`config.mk`:
```
export PLATFORM = sky130hd
export DESIGN_NAME = pwm_speed_ramp_limit_switch_flat
export DESIGN_NICKNAME = d
export VERILOG_FILES = /design/src/rtl/psrls_pkg.sv /design/src/rtl/psrls_if.sv /design/src/rtl/pwm_speed_ramp_limit_switch.sv /design/src/flat_wrapper.sv
export SDC_FILE = /design/constraint.sdc
export NUM_CORES = 1
export LEC_CHECK = 0
export BUFFER_PORTS_ARGS = -buffer_cell sky130_fd_sc_hd__buf_2
export CORE_ASPECT_RATIO = 0.8
export CORE_MARGIN = 4
export CORE_UTILIZATION = 55
export CTS_BUF_LIST = sky130_fd_sc_hd__clkbuf_2
export DETAILED_ROUTE_END_ITERATION = 10
export HOLD_SLACK_MARGIN = 0.1
export PLACE_DENSITY = 0.76
export SLEW_MARGIN = 20
export SYNTH_ARGS = -nofsm -noshare
export SYNTH_HDL_FRONTEND = slang
export SYNTH_SLANG_ARGS = --single-unit
```
`constraint.sdc`:
```
create_clock -name clock -period 6 [get_ports clock]
set_input_delay 0.9 -clock clock [delete_from_list [all_inputs] [get_ports clock]]
set_output_delay 0.9 -clock clock [all_outputs]
set_load 0.005 [all_outputs]
```
`src/rtl/psrls_pkg.sv`:
```
// Shared types and constants for the PWM speed ramp with end-switch interlock.
package psrls_pkg;

   localparam int PWM_RANGE = 1024;
   localparam int SPEED_MAX = 1023;
   localparam int SPEED_LIM_INT = (PWM_RANGE - 1 < SPEED_MAX) ? PWM_RANGE - 1 : SPEED_MAX;

   localparam int SPEED_W = 11;
   localparam int DUTY_W = 10;
   localparam int TICKS_W = 8;
   localparam int CSR_IDX_W = 1;

   localparam logic signed [SPEED_W-1:0] SPEED_LIM = SPEED_W'(SPEED_LIM_INT);
   localparam logic [SPEED_W-1:0] DUTY_LIM = SPEED_W'(SPEED_LIM_INT);
   localparam logic [TICKS_W-1:0] START_TICKS_RST = TICKS_W'(5);
   localparam logic [TICKS_W-1:0] STOP_TICKS_RST = TICKS_W'(4);

   typedef enum logic [1:0] {
      OP_TICK = 2'd0,
      OP_SPEED = 2'd1,
      OP_LEFT_SW = 2'd2,
      OP_RIGHT_SW = 2'd3
   } opcode_type;

   typedef enum logic [1:0] {
      BLK_FREE = 2'd0,
      BLK_LEFT = 2'd1,
      BLK_RIGHT = 2'd2
   } block_type;

   typedef enum logic [CSR_IDX_W-1:0] {
      CSR_START_TICKS = 1'b0,
      CSR_STOP_TICKS = 1'b1
   } csr_index_type;

endpackage

```
`src/rtl/psrls_if.sv`:
```
// Handshake channel interfaces for commands, results and register writes.
interface psrls_req_if;
   import psrls_pkg::*;
   logic valid;
   logic ready;
   logic [1:0] opcode;
   logic signed [SPEED_W-1:0] speed_value;
   logic switch_closed;
   modport source (output valid, output opcode, output speed_value, output switch_closed,
                   input ready);
   modport sink (input valid, input opcode, input speed_value, input switch_closed,
                 output ready);
endinterface

interface psrls_rsp_if;
   import psrls_pkg::*;
   logic valid;
   logic ready;
   logic [DUTY_W-1:0] pwm_duty;
   logic direction_reverse;
   logic signed [SPEED_W-1:0] current_speed;
   logic [1:0] end_stop_state;
   logic command_ignored;
   modport source (output valid, output pwm_duty, output direction_reverse,
                   output current_speed, output end_stop_state, output command_ignored,
                   input ready);
   modport sink (input valid, input pwm_duty, input direction_reverse,
                 input current_speed, input end_stop_state, input command_ignored,
                 output ready);
endinterface

interface psrls_csr_if;
   import psrls_pkg::*;
   logic valid;
   logic ready;
   logic [CSR_IDX_W-1:0] index;
   logic [TICKS_W-1:0] data;
   modport source (output valid, output index, output data, input ready);
   modport sink (input valid, input index, input data, output ready);
endinterface

```
`src/rtl/pwm_speed_ramp_limit_switch.sv`:
```
// Top level: signed motor speed ramp with end-switch interlock and result register.
// An accepted item's result is in the output register in the cycle after it is accepted.
// Throughput: one item per cycle while results are drained; the ramp state updates in a single pass.
// A new item is taken whenever the result register is empty or being drained.
// Register writes are taken in any cycle.
// Reset clears the ramp state, the block status and the result valid flag, and loads the default tick periods.
module pwm_speed_ramp_limit_switch (
   input logic clock,
   input logic reset,
   psrls_req_if.sink req_chan,
   psrls_rsp_if.source rsp_chan,
   psrls_csr_if.sink csr_chan
);
   import psrls_pkg::*;

   logic [TICKS_W-1:0] start_ticks_ff, start_ticks_in;
   logic [TICKS_W-1:0] stop_ticks_ff, stop_ticks_in;
   logic signed [SPEED_W-1:0] speed_now_ff, speed_now_in;
   logic signed [SPEED_W-1:0] speed_target_ff, speed_target_in;
   logic [TICKS_W-1:0] step_timer_ff, step_timer_in;
   block_type block_status_ff, block_status_in;
   logic dir_reverse_ff, dir_reverse_in;
   logic soft_stopping_ff, soft_stopping_in;

   logic rsp_valid_ff, rsp_valid_in;
   logic [DUTY_W-1:0] rsp_duty_ff, rsp_duty_in;
   logic rsp_dir_ff;
   logic signed [SPEED_W-1:0] rsp_speed_ff;
   block_type rsp_status_ff;
   logic rsp_ignored_ff, rsp_ignored_in;

   logic req_fire;
   logic [TICKS_W-1:0] period;
   logic [TICKS_W-1:0] timer_inc;
   logic signed [SPEED_W-1:0] step_speed;
   logic signed [SPEED_W-1:0] req_sat;
   logic [SPEED_W-1:0] speed_mag;

   assign req_chan.ready = !rsp_valid_ff || rsp_chan.ready;
   assign req_fire = req_chan.valid && req_chan.ready;
   assign csr_chan.ready = 1'b1;

   always_comb begin
      start_ticks_in = start_ticks_ff;
      stop_ticks_in = stop_ticks_ff;
      if (csr_chan.valid) begin
         case (csr_index_type'(csr_chan.index))
            CSR_START_TICKS: start_ticks_in = csr_chan.data;
            CSR_STOP_TICKS: stop_ticks_in = csr_chan.data;
            default: ;
         endcase
      end
   end

   always_comb begin
      period = soft_stopping_ff ? stop_ticks_ff : start_ticks_ff;
      if (period == '0) begin
         period = TICKS_W'(1);
      end
      timer_inc = step_timer_ff + TICKS_W'(1);
      if (speed_now_ff < speed_target_ff) begin
         step_speed = speed_now_ff + SPEED_W'(1);
      end else if (speed_now_ff > speed_target_ff) begin
         step_speed = speed_now_ff - SPEED_W'(1);
      end else begin
         step_speed = speed_now_ff;
      end
      req_sat = req_chan.speed_value;
      if (req_sat > SPEED_LIM) begin
         req_sat = SPEED_LIM;
      end else if (req_sat < -SPEED_LIM) begin
         req_sat = -SPEED_LIM;
      end
   end

   always_comb begin
      speed_now_in = speed_now_ff;
      speed_target_in = speed_target_ff;
      step_timer_in = step_timer_ff;
      block_status_in = block_status_ff;
      dir_reverse_in = dir_reverse_ff;
      soft_stopping_in = soft_stopping_ff;
      rsp_ignored_in = 1'b0;
      if (req_fire) begin
         case (opcode_type'(req_chan.opcode))
            OP_TICK: begin
               if (soft_stopping_ff && speed_now_ff == '0) begin
                  soft_stopping_in = 1'b0;
                  dir_reverse_in = 1'b0;
                  step_timer_in = '0;
               end else if (!soft_stopping_ff && speed_now_ff == speed_target_ff) begin
                  step_timer_in = '0;
               end else if (timer_inc < period) begin
                  step_timer_in = timer_inc;
               end else begin
                  step_timer_in = '0;
                  speed_now_in = step_speed;
                  if (soft_stopping_ff) begin
                     if (step_speed == '0) begin
                        soft_stopping_in = 1'b0;
                        dir_reverse_in = 1'b0;
                     end
                  end else if (speed_now_ff == '0 || step_speed == '0) begin
                     dir_reverse_in = speed_target_ff[SPEED_W-1];
                  end
               end
            end
            OP_SPEED: begin
               if ((req_sat > 0 && block_status_ff == BLK_LEFT) ||
                   (req_sat < 0 && block_status_ff == BLK_RIGHT)) begin
                  rsp_ignored_in = 1'b1;
               end else begin
                  soft_stopping_in = (req_sat == '0);
                  speed_target_in = req_sat;
                  step_timer_in = '0;
               end
            end
            OP_LEFT_SW, OP_RIGHT_SW: begin
               if (req_chan.switch_closed) begin
                  block_status_in = (req_chan.opcode == OP_LEFT_SW) ? BLK_LEFT : BLK_RIGHT;
                  speed_now_in = '0;
                  speed_target_in = '0;
                  soft_stopping_in = 1'b0;
                  step_timer_in = '0;
               end else begin
                  block_status_in = BLK_FREE;
               end
            end
            default: ;
         endcase
      end
   end

   always_comb begin
      speed_mag = speed_now_in[SPEED_W-1] ? SPEED_W'(-speed_now_in) : SPEED_W'(speed_now_in);
      if (speed_mag > DUTY_LIM) begin
         speed_mag = DUTY_LIM;
      end
      rsp_duty_in = speed_mag[DUTY_W-1:0];
      if (req_fire) begin
         rsp_valid_in = 1'b1;
      end else if (rsp_chan.ready) begin
         rsp_valid_in = 1'b0;
      end else begin
         rsp_valid_in = rsp_valid_ff;
      end
   end

   always_ff @(posedge clock) begin
      if (reset) begin
         start_ticks_ff <= START_TICKS_RST;
         stop_ticks_ff <= STOP_TICKS_RST;
         speed_now_ff <= '0;
         speed_target_ff <= '0;
         step_timer_ff <= '0;
         block_status_ff <= BLK_FREE;
         dir_reverse_ff <= 1'b0;
         soft_stopping_ff <= 1'b0;
         rsp_valid_ff <= 1'b0;
      end else begin
         start_ticks_ff <= start_ticks_in;
         stop_ticks_ff <= stop_ticks_in;
         speed_now_ff <= speed_now_in;
         speed_target_ff <= speed_target_in;
         step_timer_ff <= step_timer_in;
         block_status_ff <= block_status_in;
         dir_reverse_ff <= dir_reverse_in;
         soft_stopping_ff <= soft_stopping_in;
         rsp_valid_ff <= rsp_valid_in;
      end
   end

   always_ff @(posedge clock) begin
      if (req_fire) begin
         rsp_duty_ff <= rsp_duty_in;
         rsp_dir_ff <= dir_reverse_in;
         rsp_speed_ff <= speed_now_in;
         rsp_status_ff <= block_status_in;
         rsp_ignored_ff <= rsp_ignored_in;
      end
   end

   assign rsp_chan.valid = rsp_valid_ff;
   assign rsp_chan.pwm_duty = rsp_duty_ff;
   assign rsp_chan.direction_reverse = rsp_dir_ff;
   assign rsp_chan.current_speed = rsp_speed_ff;
   assign rsp_chan.end_stop_state = rsp_status_ff;
   assign rsp_chan.command_ignored = rsp_ignored_ff;

endmodule

```
`src/flat_wrapper.sv`:
```
// flat-port wrapper written by rule: the top's interface ports become plain ports
module pwm_speed_ramp_limit_switch_flat import psrls_pkg::*;
  (clock, reset, req_chan_valid, req_chan_opcode, req_chan_speed_value, req_chan_switch_closed, req_chan_ready, rsp_chan_valid, rsp_chan_pwm_duty, rsp_chan_direction_reverse, rsp_chan_current_speed, rsp_chan_end_stop_state, rsp_chan_command_ignored, rsp_chan_ready, csr_chan_valid, csr_chan_index, csr_chan_data, csr_chan_ready);
  psrls_req_if req_chan_i ();
  psrls_rsp_if rsp_chan_i ();
  psrls_csr_if csr_chan_i ();
  input logic clock;
  input logic reset;
  input wire logic [$bits(req_chan_i.valid)-1:0] req_chan_valid;
  input wire logic [$bits(req_chan_i.opcode)-1:0] req_chan_opcode;
  input wire logic [$bits(req_chan_i.speed_value)-1:0] req_chan_speed_value;
  input wire logic [$bits(req_chan_i.switch_closed)-1:0] req_chan_switch_closed;
  output wire logic [$bits(req_chan_i.ready)-1:0] req_chan_ready;
  output wire logic [$bits(rsp_chan_i.valid)-1:0] rsp_chan_valid;
  output wire logic [$bits(rsp_chan_i.pwm_duty)-1:0] rsp_chan_pwm_duty;
  output wire logic [$bits(rsp_chan_i.direction_reverse)-1:0] rsp_chan_direction_reverse;
  output wire logic [$bits(rsp_chan_i.current_speed)-1:0] rsp_chan_current_speed;
  output wire logic [$bits(rsp_chan_i.end_stop_state)-1:0] rsp_chan_end_stop_state;
  output wire logic [$bits(rsp_chan_i.command_ignored)-1:0] rsp_chan_command_ignored;
  input wire logic [$bits(rsp_chan_i.ready)-1:0] rsp_chan_ready;
  input wire logic [$bits(csr_chan_i.valid)-1:0] csr_chan_valid;
  input wire logic [$bits(csr_chan_i.index)-1:0] csr_chan_index;
  input wire logic [$bits(csr_chan_i.data)-1:0] csr_chan_data;
  output wire logic [$bits(csr_chan_i.ready)-1:0] csr_chan_ready;
  assign req_chan_i.valid = req_chan_valid;
  assign req_chan_i.opcode = req_chan_opcode;
  assign req_chan_i.speed_value = req_chan_speed_value;
  assign req_chan_i.switch_closed = req_chan_switch_closed;
  assign req_chan_ready = req_chan_i.ready;
  assign rsp_chan_valid = rsp_chan_i.valid;
  assign rsp_chan_pwm_duty = rsp_chan_i.pwm_duty;
  assign rsp_chan_direction_reverse = rsp_chan_i.direction_reverse;
  assign rsp_chan_current_speed = rsp_chan_i.current_speed;
  assign rsp_chan_end_stop_state = rsp_chan_i.end_stop_state;
  assign rsp_chan_command_ignored = rsp_chan_i.command_ignored;
  assign rsp_chan_i.ready = rsp_chan_ready;
  assign csr_chan_i.valid = csr_chan_valid;
  assign csr_chan_i.index = csr_chan_index;
  assign csr_chan_i.data = csr_chan_data;
  assign csr_chan_ready = csr_chan_i.ready;
  pwm_speed_ramp_limit_switch u_core (.clock(clock), .reset(reset), .req_chan(req_chan_i), .rsp_chan(rsp_chan_i), .csr_chan(csr_chan_i));
endmodule
```
**Yosys cells after proc, flatten, opt, wreduce, memory -nomap -nowiden**

Index checks and enable logic that the tools add are counted.
W data, S select, Z words.

- Flip-flop bits (word level): 76
- Output and inout bits: 28
- Logic and storage cells: 105
- Bits of input ports: 28

- Bitwise operators: 1
- Reductions and logical operators: 23
- Magnitude comparators: 8
- Equal/unequal tests: 10
- Add/subtract/negate cells: 4
- Muxes and demuxes: 45

Operators by type and width:

| operator | number |
|---|---|
| $mux W11 | 12 |
| $mux W8 | 7 |
| $pmux W11 S2 | 2 |
| $logic_not A11 Y1 | 3 |
| $pmux W8 S3 | 1 |
| $mux W1 | 18 |
| $add A11 B2 Y11 const B | 1 |
| $eq A11 B11 Y1 | 1 |
| $gt A11 B1 Y1 const B | 1 |
| $gt A11 B10 Y1 const B | 1 |
| $gt A11 B11 Y1 | 1 |
| $gt A11 B11 Y1 const B | 1 |
| $lt A11 B1 Y1 const B | 1 |
| $lt A11 B11 Y1 | 1 |
| $lt A11 B11 Y1 const B | 1 |
| $neg A11 Y11 | 1 |
| $sub A11 B2 Y11 const B | 1 |
| $add A8 B1 Y8 const B | 1 |
| $logic_not A8 Y1 | 1 |
| $lt A8 B8 Y1 | 1 |
| $mux W2 | 4 |
| $eq A2 B2 Y1 const B | 3 |
| $ne A3 B2 Y1 const B | 2 |
| $logic_and A1 B1 Y1 | 5 |
| other kinds (13) | 20 |

**Logic depth before layout (Yosys ltp)**

Gate-level depths: netlist (run 1).

- Word-level depth: 12
- Gate-level depth with buffers: 18

**Worst setup path before layout (run 1)**

Ideal clock, no wire load.

- Path kind: input to register
- Start: in rsp_chan_ready
- End: reg u_core.rsp_duty_ff[1] (netlist: u_core.rsp_chan.pwm_duty[1]) (data pin)
- Buffers on the path: 3
- Arrival: 4.539 ns
- Stages: 13
- Slack: 1.311 ns
- Required time: 5.850 ns
- Cells stage by stage: nand2b_1 > and2_0 > clkbuf_1 > o21ai_0 > nand2b_1 > clkbuf_1 > a211oi_1 > ha_1 > nor3b_1 > nand2_1 > or4_1 > buf_2 > o211ai_2

- Word-level cells in the longest chain between the ends: 6

RTL lines:

| what | RTL line | RTL |
|---|---|---|
| from (decl) | flat_wrapper.sv:20 | `input wire logic [$bits(rsp_chan_i.ready)-1:0] rsp_chan_ready;` |
| $logic_or A1 B1 Y1 (*) | pwm_speed_ramp_limit_switch.sv:39 | `assign req_chan.ready = !rsp_valid_ff \|\| rsp_chan.ready;` |
| $logic_and A1 B1 Y1 (*) | pwm_speed_ramp_limit_switch.sv:40 | `assign req_fire = req_chan.valid && req_chan.ready;` |
| net u_core.req_fire | pwm_speed_ramp_limit_switch.sv:32 | `logic req_fire;` |
| $mux W11 (*) | pwm_speed_ramp_limit_switch.sv:84 | `if (req_fire) begin` |
| $neg A11 Y11 | pwm_speed_ramp_limit_switch.sv:135 | `speed_mag = speed_now_in[SPEED_W-1] ? SPEED_W'(-speed_now_in) : SPEED_W'(speed_now_in);` |
| $mux W11 (*) | pwm_speed_ramp_limit_switch.sv:135 |  |
| $gt A11 B10 Y1 | pwm_speed_ramp_limit_switch.sv:136 | `if (speed_mag > DUTY_LIM) begin` |
| to (signal assigned) | pwm_speed_ramp_limit_switch.sv:175 | `rsp_duty_ff <= rsp_duty_in;` |
| to (decl) | pwm_speed_ramp_limit_switch.sv:26 | `logic [DUTY_W-1:0] rsp_duty_ff, rsp_duty_in;` |

The timed path passes the listed nets; every way through them passes the cells marked *.
A chain may end at the register's enable or synchronous reset.

**Final worst setup path (run 1)**

- Start: reg u_core.step_timer_ff[2]
- End: reg u_core.rsp_duty_ff[1] (netlist: u_core.rsp_chan.pwm_duty[1]) (data pin)

- Word-level cells in the longest chain between the ends: 10

RTL lines:

| what | RTL line | RTL |
|---|---|---|
| from (decl) | pwm_speed_ramp_limit_switch.sv:20 | `logic [TICKS_W-1:0] step_timer_ff, step_timer_in;` |
| from (signal assigned) | pwm_speed_ramp_limit_switch.sv:165 | `step_timer_ff <= step_timer_in;` |
| $add A8 B1 Y8 (*) | pwm_speed_ramp_limit_switch.sv:60 | `timer_inc = step_timer_ff + TICKS_W'(1);` |
| $lt A8 B8 Y1 (*) | pwm_speed_ramp_limit_switch.sv:93 | `end else if (timer_inc < period) begin` |
| $mux W11 (*) | pwm_speed_ramp_limit_switch.sv:93 |  |
| $mux W11 (*) | pwm_speed_ramp_limit_switch.sv:91 | `end else if (!soft_stopping_ff && speed_now_ff == speed_target_ff) begin` |
| $mux W11 (*) | pwm_speed_ramp_limit_switch.sv:87 | `if (soft_stopping_ff && speed_now_ff == '0) begin` |
| $pmux W11 S2 (*) | pwm_speed_ramp_limit_switch.sv:85 | `case (opcode_type'(req_chan.opcode))` |
| $mux W11 (*) | pwm_speed_ramp_limit_switch.sv:84 |  |
| $neg A11 Y11 | pwm_speed_ramp_limit_switch.sv:135 |  |
| $mux W11 (*) | pwm_speed_ramp_limit_switch.sv:135 |  |
| $gt A11 B10 Y1 | pwm_speed_ramp_limit_switch.sv:136 |  |

Mark *: on every way between the ends. The rest lies on a longest branch, timed or not.

==> results.py, run 1 <==
metrics = {
    "cells_and_area": {
        "final_cells": 707,
        "nNetsFinal": 641,
        "num-fill-cells": 756,
        "final_common_cell": "nand2_1",
        "multi_input_area_mm2": 0.002724,
        "layout_common_cells": "71 x nand2_1, 54 x buf_2, 51 x dfxtp_1",
        "drive_gt1_share_pct": 15.80,
        "syn_to_final_growth_pct": 7.727,
        "post-route-util_pct": 60.73,
        "design_area_mm2": 0.005129,
        "final-seq-area_mm2": 0.001772,
        "n_antenna_cell": 0,
    },
    "floorplan": {
        "fp.dieH_um": 91.22,
        "pin_count": 56,
        "fp-row-count": 30,
        "dieArea_mm2": 0.01022,
        "start_util_pct": 56.37,
        "core-area_mm2": 0.008446,
        "die_w_um": 112.0,
    },
    "critical_path": {
        "crit_fanout": 8,
        "startpoint_type": "flop",
        "critPathKind": "reg2reg",
        "arrival_ns": 5.32,
        "crit_chain": "and3_1, and3_1, nand3_1, xnor2_1, ha_1, nand4_1, a211o_1, a31oi_2, o22ai_1, o311a_1, a211oi_1, ha_1, nor3b_1, nand2_1, or4_1, o211ai_2",
        "max_stage_delay_ns": 0.71,
        "cpMaxStageDelayCell": "or4_1",
        "critPathCaptureType": "flop",
        "crit_required_ns": 6.35,
    },
    "clock_tree": {
        "cts-resized-gates": 0,
        "cts_buffers": 9,
        "cts_buffer_depth": 2,
        "clockRootBuffer": "clkbuf_2",
        "clock_latency_ns": 0.51,
        "postCtsSetupBuffers": 0,
        "hold_buffers": 0,
        "cts.clk_slew.worst_paths_ns": 0.21,
        "htreeDepth": 3,
        "cts_sinks": 76,
        "cts_tree": "yes",
    },
    "sta": {
        "fin_crit_sh_pct": 82.86,
        "hold_ws_ns": 0.4665,
        "worstMarginPinSlew_ns": 0.9610,
        "fmax_ghz": 0.2012,
        "grt_setup_unrepaired": "no",
        "fin_crit_ns": 4.971,
        "setup_viol": 0,
        "hold_viol_final": 0,
        "skew_ns": 0.03314,
        "tns_ns": 0,
        "slew_violations": 0,
        "worst_slack_ns": 1.029,
        "relSlewSlack_pct": 35.94,
    },
    "global_routing": {
        "grt_pass1_wl_um": 18220,
        "grt_pass1_vias": 3839,
        "grt_max_degree": 52,
        "grt_overflow_total": 0,
        "antenna_found_initial": 0,
        "grt.total_usage_pct": 21.57,
    },
    "yosys": {
        "syn-num-nets": 609,
        "ys_seq_area_share_pct": 37.21,
        "yosysTopAreaCellShare_pct": 21.45,
        "syn-cell-area_mm2": 0.004761,
        "synth.area.top_cells": "dfxtp_1 21%, edfxtp_1 16%, ha_1 6.0%",
        "yosys.area.top_type": "dfxtp_1",
        "yosys_most_used_dff": "dfxtp_1",
        "synthCells": 558,
        "async_reset_ff_share_pct": 0,
        "yosysWarningCount": 0,
        "synth-seq-cells": 76,
        "synth_edf_count": 25,
        "synth.distinct_cells": 76,
        "postSynthAreaPerCell_um2": 8.532,
    },
    "power": {
        "seq_power_share_pct": 54.0,
        "switchingPower_mw": 0.3131,
        "peakVddDrop_v": 0.0001956,
        "p_comb_share_pct": 19.6,
        "switching_share_pct": 30.13,
        "p_per_area_mw_per_mm2": 202.6,
        "total_power_mw": 1.039,
        "p_int_mw": 0.7261,
        "p_leak_nw": 2.186,
        "clkPwrFrac_pct": 26.4,
    },
    "placed_design": {
        "place_area_mm2": 0.005020,
        "gp_congestion": 0.8828,
        "post-place-cells": 691,
        "post-dp-hpwl_um": 8153,
        "port-buffer-count": 54,
        "dp_slack_ns": 1.129,
    },
    "detailed_routing": {
        "ant_nets": 0,
        "routedWlPerCell_um": 15.54,
        "via_per_inst": 5.967,
        "drtIter0Drc": 283,
        "num_vias": 4219,
        "route.detailed.drc": 0,
        "routed_wl_um": 10980,
        "first_pass_iters": 5,
    },
    "status": {
        "outcome": "finished, final reports clean",
    },
    "run": {
        "maxCapViolCount": 0,
    },
    "worst_hold_path": {
        "hold_class": "reg2reg",
    },
}
==> cell families (layout without fill, tap and decap cells) <==
kind of cell,count (synthesis),in the layout,share of synthesized area [%]
other cells,1,1,0.07877
compound gates,126,126,18.95
fa+ha+maj,23,23,6.045
buf+inv,61,98,5.572
flops,76,76,37.21
simple gates,236,236,25.10
xor+xnor,17,17,3.127
mux,18,18,3.916
==> critical path: cells and delay by family (launching register included) <==
| kind | cells | cell delay, ns |
|---|---|---|
| adder cells (fa/ha/maj) | 2 | 0.61 |
| AO/OA/AOI/OAI | 6 | 1.71 |
| XOR/XNOR | 1 | 0.16 |
| flip-flops | 1 | 0.45 |
| AND/OR/NAND/NOR | 7 | 1.90 |
==> power by group through the flow <==
stage / logic, mW / registers [mW] / clock network [mW]
3_5_place_dp: 0.200 / 0.572 / 0
3_3_place_gp: 0.196 / 0.571 / 0
6_report: 0.203 / 0.561 / 0.275
2_1_floorplan: 0.156 / 0.568 / 0
5_1_grt: 0.224 / 0.564 / 0.309
4_1_cts: 0.201 / 0.561 / 0.285
==> Yosys cell counts (2+ instances only) <==
cell	n
a211o_1	5
a211oi_1	4
a211oi_2	3
a211oi_4	2
a21o_1	4
a21oi_1	45
a22oi_1	3
a31oi_1	2
a41oi_1	2
and2_1	2
and3_1	15
and4_1	2
buf_2	4
buf_6	3
clkbuf_1	26
dfxtp_1	51
edfxtp_1	25
ha_1	23
inv_1	26
mux2i_1	16
nand2_1	71
nand2b_1	6
nand3_1	33
nand3b_1	7
nand4_1	3
nor2_1	40
nor2b_1	7
nor3_1	15
nor3b_1	3
nor4_1	11
nor4b_1	2
o211a_1	2
o211ai_1	2
o21a_1	3
o21ai_0	19
o22ai_1	5
o311a_1	2
o31a_1	3
o41a_1	2
or2_2	3
or3_1	5
or4_1	2
xnor2_1	11
xor2_1	6
==> sequential cells by signal, indices dropped and copies added (netlist names) <==
name,cells
u_core.rsp_chan.end_stop_state,2
u_core.stop_ticks_ff,8
u_core.rsp_chan.valid,1
u_core.speed_now_ff,11
u_core.rsp_chan.direction_reverse,1
u_core.speed_target_ff,11
u_core.step_timer_ff,8
u_core.start_ticks_ff,8
u_core.block_status_ff,2
u_core.soft_stopping_ff,1
u_core.rsp_chan.current_speed,11
u_core.rsp_chan.command_ignored,1
u_core.rsp_chan.pwm_duty,10
u_core.dir_reverse_ff,1
==> metal layers <==
layer | track usage, % | vias up | part of all wire, %
met4 | 5.906 | 0 | 1.0
met1 | 29.00 | 1998 | 46
li1 | - | 2086 | -
met2 | 34.98 | 123 | 47
met5 | 0 | - | 0
met3 | 5.063 | 12 | 5.8
==> path summary, 6_finish.rpt <==
check                                    startpoint  cells after the start                                         to  slack (ns)
max            u_core.step_timer_ff[2]$_SDFFE_PP0P_                     16  u_core.rsp_chan.pwm_duty[1]$_SDFFCE_PN1P_        1.03
max reg2reg    u_core.step_timer_ff[2]$_SDFFE_PP0P_                     16  u_core.rsp_chan.pwm_duty[1]$_SDFFCE_PN1P_        1.03
min          u_core.speed_target_ff[4]$_SDFFE_PP0P_                      2     u_core.speed_target_ff[4]$_SDFFE_PP0P_        0.47
min reg2reg  u_core.speed_target_ff[4]$_SDFFE_PP0P_                      2     u_core.speed_target_ff[4]$_SDFFE_PP0P_        0.47
==> final cells by class <==
| class | count | share of cell area [%] |
|---|---|---|
| multi-input combinational | 421 | 53.11 |
| sequential | 76 | 34.55 |
| timing repair buffer | 55 | 5.416 |
| tap | 112 | 2.732 |
| inverter | 27 | 2.074 |
| clock buffer | 11 | 1.073 |
| clock inverter | 5 | 1.049 |
Power figures use the tool's default switching activity.
==> run 2, diff against run 1 <==
- clock period: 6 -> 5.15 ns (I/O delays scaled with it)
==> run 2 against run 1 <==
Sequential share of layout area shrank 0.60 points. Final cell count is 1.1% higher. First-iteration DRC count is 15% higher. Power rose by 22%. Clock-buffer cell count is 1 lower. Highest routed layer unchanged.
==> results.py, run 2 (same netlist as run 1, synthesis figures left out) <==
metrics = {
    "cells_and_area": {
        "nNetsFinal": 649,
        "final-seq-area_mm2": 0.001772,
        "n_antenna_cell": 0,
        "layout_common_cells": "71 x nand2_1, 54 x buf_2, 51 x dfxtp_1",
        "final_common_cell": "nand2_1",
        "final_cells": 715,
        "syn_to_final_growth_pct": 9.645,
        "multi_input_area_mm2": 0.002728,
        "num-fill-cells": 749,
        "drive_gt1_share_pct": 17.08,
    },
    "sta": {
        "hold_viol_final": 0,
        "skew_ns": 0.04236,
        "slew_violations": 0,
        "grt_setup_unrepaired": "no",
        "fin_crit_ns": 4.705,
        "fmax_ghz": 0.2125,
        "setup_viol": 0,
        "tns_ns": 0,
        "relSlewSlack_pct": 38.22,
        "worstMarginPinSlew_ns": 0.9266,
        "fin_crit_sh_pct": 91.36,
    },
    "global_routing": {
        "antenna_found_initial": 0,
        "grt_max_degree": 52,
        "grt_busiest_layer": "met2",
        "grtUsageMet3_pct": 5.063,
        "grt_use_met2_pct": 35.53,
        "grt_pass1_wl_um": 19040,
        "grt.total_usage_pct": 22.30,
        "grt_overflow_total": 0,
        "met1_usage_pct": 30.63,
        "grt_pass1_vias": 4024,
    },
    "power": {
        "p_per_area_mw_per_mm2": 243.7,
        "switchingPower_mw": 0.3757,
        "peakVddDrop_v": 0.0001621,
        "clkPwrFrac_pct": 29.7,
        "switching_share_pct": 29.53,
        "p_comb_share_pct": 19.0,
        "p_leak_nw": 2.246,
        "seq_power_share_pct": 51.4,
        "p_int_mw": 0.8966,
    },
    "critical_path": {
        "critPathKind": "reg2reg",
        "arrival_ns": 5.09,
        "crit_fanout": 8,
        "r2r_start": "u_core.step_timer_ff[2]$_SDFFE_PP0P_",
        "reg2reg_to": "u_core.rsp_chan.pwm_duty[1]$_SDFFCE_PN1P_",
        "crit_required_ns": 5.53,
        "startpoint_type": "flop",
        "r2r_slack_ns": 0.44,
        "reg2reg_depth": 17,
        "critPathCaptureType": "flop",
    },
    "detailed_routing": {
        "routed_wl_um": 11390,
        "first_pass_iters": 7,
        "route.detailed.drc": 0,
        "drtIter0Drc": 326,
        "ant_nets": 0,
        "num_vias": 4329,
        "via_per_inst": 6.055,
        "routedWlPerCell_um": 15.93,
    },
    "clock_tree": {
        "cts.clk_slew.worst_paths_ns": 0.22,
        "clock_latency_ns": 0.54,
        "hold_buffers": 0,
        "htreeDepth": 3,
        "cts_buffers": 9,
        "cts_tree": "yes",
        "clockRootBuffer": "clkbuf_2",
        "cts_sinks": 76,
        "cts_buffer_depth": 2,
    },
    "floorplan": {
        "fp.dieH_um": 91.22,
        "start_util_pct": 56.37,
        "die_w_um": 112.0,
        "fp-row-count": 30,
        "core-area_mm2": 0.008446,
        "dieArea_mm2": 0.01022,
        "pin_count": 56,
    },
    "placed_design": {
        "post-place-cells": 698,
        "port-buffer-count": 54,
        "post-dp-hpwl_um": 8676,
        "gp_congestion": 0.9500,
    },
    "run": {
        "maxCapViolCount": 0,
    },
    "status": {
        "outcome": "finished, final reports clean",
    },
    "worst_hold_path": {
        "hold_path_startpoint": "csr_chan_data[2]",
        "whs_path_depth": 3,
        "hold_class": "in2reg",
        "whs_endpoint": "u_core.start_ticks_ff[2]$_SDFFE_PP1P_",
    },
}
[run 2: cell types whose count changed in the layout (fill, tap and decap cells not counted)]
| cell | before | now |
|---|---|---|
| or4_4 | 1 | 2 |
| bufinv_16 | 1 | 2 |
| or4_1 | 2 | 1 |
| clkinvlp_4 | 2 | 0 |
| clkinv_4 | 1 | 2 |
| inv_6 | 0 | 1 |
| buf_4 | 1 | 9 |
| clkbuf_2 | 11 | 10 |
[run 2: repair_timing]
action | CTS | global route
setup endpoints to repair | 0 | 8
hold endpoints to repair | 0 | 0
setup buffers | 0 | 1
gates resized for setup | 0 | 1
[run 2: worst max-delay path, stage by stage, from the launching register on]
cell and delay [ns]:
dfxtp_1 0.45, and3_1 0.27, and3_1 0.26, nand3_1 0.12, xnor2_1 0.17, ha_1 0.31
nand4_1 0.14, a211o_1 0.27, a31oi_2 0.21, o22ai_1 0.20, o311a_1 0.41, a211oi_1 0.21
buf_4 0.17, ha_1 0.19, nor3b_1 0.32, nand2_1 0.15, or4_4 0.61, o211ai_2 0.10
[run 2: power by group through the flow]
stage | clock network [mW] | registers (mW) | logic, mW
after floorplan | 0 | 0.662 | 0.182
after global placement | 0 | 0.665 | 0.231
after detailed placement | 0 | 0.666 | 0.237
after CTS | 0.383 | 0.654 | 0.238
after global routing | 0.413 | 0.657 | 0.267
final | 0.378 | 0.653 | 0.241
[run 2: worst max path at each step]
| stage | cells past startpoint | from | endpoint | slack, ns |
|---|---|---|---|---|
| 2_1_floorplan | 13 | rsp_chan_ready | u_core.rsp_chan.pwm_duty[1]$_SDFFCE_PN1P_ | 0.59 |
| 3_3_place_gp | 15 | u_core.step_timer_ff[2]$_SDFFE_PP0P_ | u_core.rsp_chan.pwm_duty[1]$_SDFFCE_PN1P_ | 0.62 |
| 3_5_place_dp | 16 | u_core.step_timer_ff[2]$_SDFFE_PP0P_ | u_core.rsp_chan.pwm_duty[1]$_SDFFCE_PN1P_ | 0.44 |
| 4_1_cts | 16 | u_core.step_timer_ff[2]$_SDFFE_PP0P_ | u_core.rsp_chan.pwm_duty[1]$_SDFFCE_PN1P_ | 0.33 |
| 5_1_grt | 17 | u_core.step_timer_ff[2]$_SDFFE_PP0P_ | u_core.rsp_chan.pwm_duty[1]$_SDFFCE_PN1P_ | 0.11 |
| 6_report | 17 | u_core.step_timer_ff[2]$_SDFFE_PP0P_ | u_core.rsp_chan.pwm_duty[1]$_SDFFCE_PN1P_ | 0.44 |
[run 2: metal layers]
metal / up-vias / part of all wire [%]
met2: 139 / 47
met4: 0 / 1.5
met3: 22 / 6.0
met1: 2066 / 46
li1: 2102 / -
met5: - / 0
[run 2: area by class of cell]
cell class | count | area share (%)
clock buffer | 10 | 0.9588
clock inverter | 6 | 1.654
inverter | 27 | 2.037
multi-input combinational | 421 | 52.25
sequential | 76 | 33.94
tap | 112 | 2.685
timing repair buffer | 63 | 6.472
[run 2: metrics by stage]
stage	hold slack, ns	instance area [um^2]	utilization, %	setup WS [ns]	power (mW)
global route	0.3904	5220	61.81	0.1103	1.337
global placement	0.4425	5072	60.06	0.6226	0.8963
floorplan	0.4319	4761	-	0.5884	0.8438
CTS	0.4150	5209	61.67	0.3272	1.275
finish	0.4526	5220	61.81	0.4447	1.272
detailed placement	0.4509	5072	60.06	0.4352	0.9028
==> run 3, diff against run 2 <==
- ABC_AREA: default -> 1
==> run 3 against run 2 <==
Routed wire length increased by 7.5%. Clock skew grew 0.00079 ns. Synthesized cell count rose by 21%. Core utilization down 0.067 points. Power is 5.1% higher. Cell area increased by 0.34%. Via count up 5.8%. Largest power group unchanged. Die area up 0.82%. Largest cell class unchanged. Flip-flop and latch count stayed put. Clock power shrank 12%. Sequential power rose by 2%. Non-clock buffer count fell by 7. Highest routed layer unchanged.
==> results.py, run 3 <==
metrics = {
    "sta": {
        "worst_slack_ns": 1.536,
        "grt_setup_unrepaired": "no",
        "worstMarginPinSlew_ns": 1.036,
        "relSlewSlack_pct": 30.86,
        "hold_viol_final": 0,
        "fmax_ghz": 0.2767,
        "fin_crit_sh_pct": 70.17,
        "tns_ns": 0,
        "fin_crit_ns": 3.614,
        "setup_viol": 0,
        "skew_ns": 0.04315,
        "slew_violations": 0,
    },
    "floorplan": {
        "dieArea_mm2": 0.01030,
        "core-area_mm2": 0.008483,
        "die_w_um": 112.5,
        "pin_count": 56,
        "fp.dieH_um": 91.59,
        "start_util_pct": 56.62,
        "fp-row-count": 30,
    },
    "cells_and_area": {
        "final_common_cell": "nand2_1",
        "post-route-util_pct": 61.74,
        "n_antenna_cell": 0,
        "design_area_mm2": 0.005238,
        "final-seq-area_mm2": 0.001772,
        "layout_common_cells": "186 x nand2_1, 85 x inv_1, 62 x nor2_1",
        "nNetsFinal": 777,
        "multi_input_area_mm2": 0.002574,
        "syn_to_final_growth_pct": 9.039,
        "drive_gt1_share_pct": 16.28,
        "num-fill-cells": 803,
    },
    "clock_tree": {
        "cts_sinks": 76,
        "htreeDepth": 3,
        "clockRootBuffer": "clkbuf_2",
        "hold_buffers": 0,
        "clock_latency_ns": 0.57,
        "cts_buffer_depth": 2,
        "postCtsSetupBuffers": 0,
        "cts_tree": "yes",
        "cts-resized-gates": 0,
        "cts.clk_slew.worst_paths_ns": 0.21,
        "cts_buffers": 9,
    },
    "yosys": {
        "yosys-top-cells-count": "186 x nand2_1, 85 x inv_1, 62 x nor2_1, 58 x nand3_1, 51 x dfxtp_1",
        "synth-seq-cells": 76,
        "async_reset_ff_share_pct": 0,
        "ys_seq_area_share_pct": 36.88,
        "yosys.area.top_type": "dfxtp_1",
        "yosysTopAreaCellShare_pct": 21.26,
        "synthCells": 677,
        "syn-num-nets": 728,
        "postSynthAreaPerCell_um2": 7.095,
        "yosys_most_used_dff": "dfxtp_1",
        "synth.distinct_cells": 44,
        "synth.area.top_cells": "dfxtp_1 21%, edfxtp_1 16%, nand2_1 15%",
        "syn-cell-area_mm2": 0.004803,
        "synth.most_common_cell": "nand2_1",
        "yosysWarningCount": 0,
        "synth_edf_count": 25,
    },
    "critical_path": {
        "crit_fanout": 13,
        "critPathCaptureType": "flop",
        "critPathKind": "reg2reg",
        "arrival_ns": 3.96,
        "startpoint_type": "flop",
        "crit_required_ns": 5.50,
    },
    "global_routing": {
        "grt_max_degree": 35,
        "grt_pass1_vias": 4176,
        "grt_pass1_wl_um": 20420,
        "antenna_found_initial": 0,
        "grt.total_usage_pct": 24.46,
        "grt_overflow_total": 0,
    },
    "detailed_routing": {
        "via_per_inst": 5.431,
        "routed_wl_um": 12240,
        "ant_nets": 0,
        "num_vias": 4578,
        "route.detailed.drc": 0,
        "routedWlPerCell_um": 14.52,
        "first_pass_iters": 5,
        "drtIter0Drc": 472,
    },
    "status": {
        "outcome": "finished, final reports clean",
    },
    "worst_hold_path": {
        "hold_class": "in2reg",
    },
    "placed_design": {
        "gp_congestion": 0.9749,
        "post-dp-hpwl_um": 9280,
        "port-buffer-count": 54,
        "dp_slack_ns": 1.388,
        "place_area_mm2": 0.005127,
    },
    "power": {
        "p_per_area_mw_per_mm2": 255.3,
        "peakVddDrop_v": 0.0001720,
        "total_power_mw": 1.337,
        "p_leak_nw": 2.640,
    },
    "run": {
        "maxCapViolCount": 0,
    },
}
[run 3: cell types whose count changed after synthesis, moves of 7 or more]
| cell | delta |
|---|---|
| a211oi_1 | +7 |
| clkbuf_1 | -14 |
| and3_1 | -15 |
| xnor2_1 | -7 |
| nand2_1 | +115 |
| nor2b_1 | -7 |
| inv_2 | +9 |
| mux2i_1 | -15 |
| inv_1 | +59 |
| nor2_1 | +22 |
| nor3_1 | -10 |
| nor4_1 | -9 |
| nand3_1 | +25 |
| nand2_2 | +8 |
[run 3: through the flow]
| step | hold WS [ns] | std cells |
|---|---|---|
| after floorplan | 0.4282 | 677 |
| final | 0.4310 | 843 |
| after global placement | 0.4417 | 827 |
| after detailed placement | 0.4524 | 827 |
| after CTS | 0.3829 | 843 |
| after global routing | 0.3851 | 843 |
[run 3: cell type report]
type,instances,share of cell area [%]
clock buffer,12,1.147
clock inverter,4,0.9556
inverter,95,6.808
multi-input combinational,488,49.14
sequential,76,33.83
tap,112,2.676
timing repair buffer,56,5.447
[run 3: final timing paths]
path,slack (ns),endpoint,from,depth (start not counted)
worst max-delay path,1.54,u_core.rsp_chan.pwm_duty[8]$_SDFFCE_PN1P_,u_core.step_timer_ff[0]$_SDFFE_PP0P_,20
worst min-delay path,0.43,u_core.start_ticks_ff[6]$_SDFFE_PP0P_,csr_chan_data[6],3
worst max register to register,1.54,u_core.rsp_chan.pwm_duty[8]$_SDFFCE_PN1P_,u_core.step_timer_ff[0]$_SDFFE_PP0P_,20
worst min register to register,0.48,u_core.start_ticks_ff[1]$_SDFFE_PP0P_,u_core.start_ticks_ff[1]$_SDFFE_PP0P_,2
[run 3: power breakdown]
part           leakage [nW]  internal [mW]  total [mW]  switching (mW)
Sequential            0.670          0.650       0.663          0.0138
Combinational          1.90          0.110       0.341           0.231
Clock                0.0682          0.117       0.333           0.216
Total                  2.64          0.877        1.34           0.461
[run 3: layer usage]
| layer | global-route usage (%) | up-vias | share of wire [%] |
|---|---|---|---|
| met3 | 7.662 | 20 | 9.5 |
| li1 | - | 2297 | - |
| met2 | 33.88 | 200 | 40 |
| met4 | 7.007 | 0 | 1.7 |
| met1 | 36.21 | 2061 | 48 |
| met5 | 0 | - | 0 |
[run 3: cell families after synthesis]
group           share of synthesized area [%]
flops                                   36.88
fa+ha+maj                               5.991
compound gates                          12.03
xor+xnor                                2.370
other cells                           0.07807
mux                                    0.2084
simple gates                            32.90
buf+inv                                 9.534
[run 3: worst max-delay path, cell delays in order (launching register included)]
cell and delay, ns:
dfxtp_1 0.46, nand3_1 0.14, nor2_1 0.15, nand4_1 0.14, xnor2_1 0.26, ha_1 0.29, nand2_1 0.10, nor2_1 0.05
a211oi_1 0.24, nand2_2 0.23, nand2_1 0.24, o21ai_0 0.13, nand2_1 0.21, ha_1 0.24, nand2_1 0.08, nor2_2 0.16
nand3b_4 0.10, nand2_1 0.06, nand2_1 0.05, nand2_1 0.05, inv_1 0.04
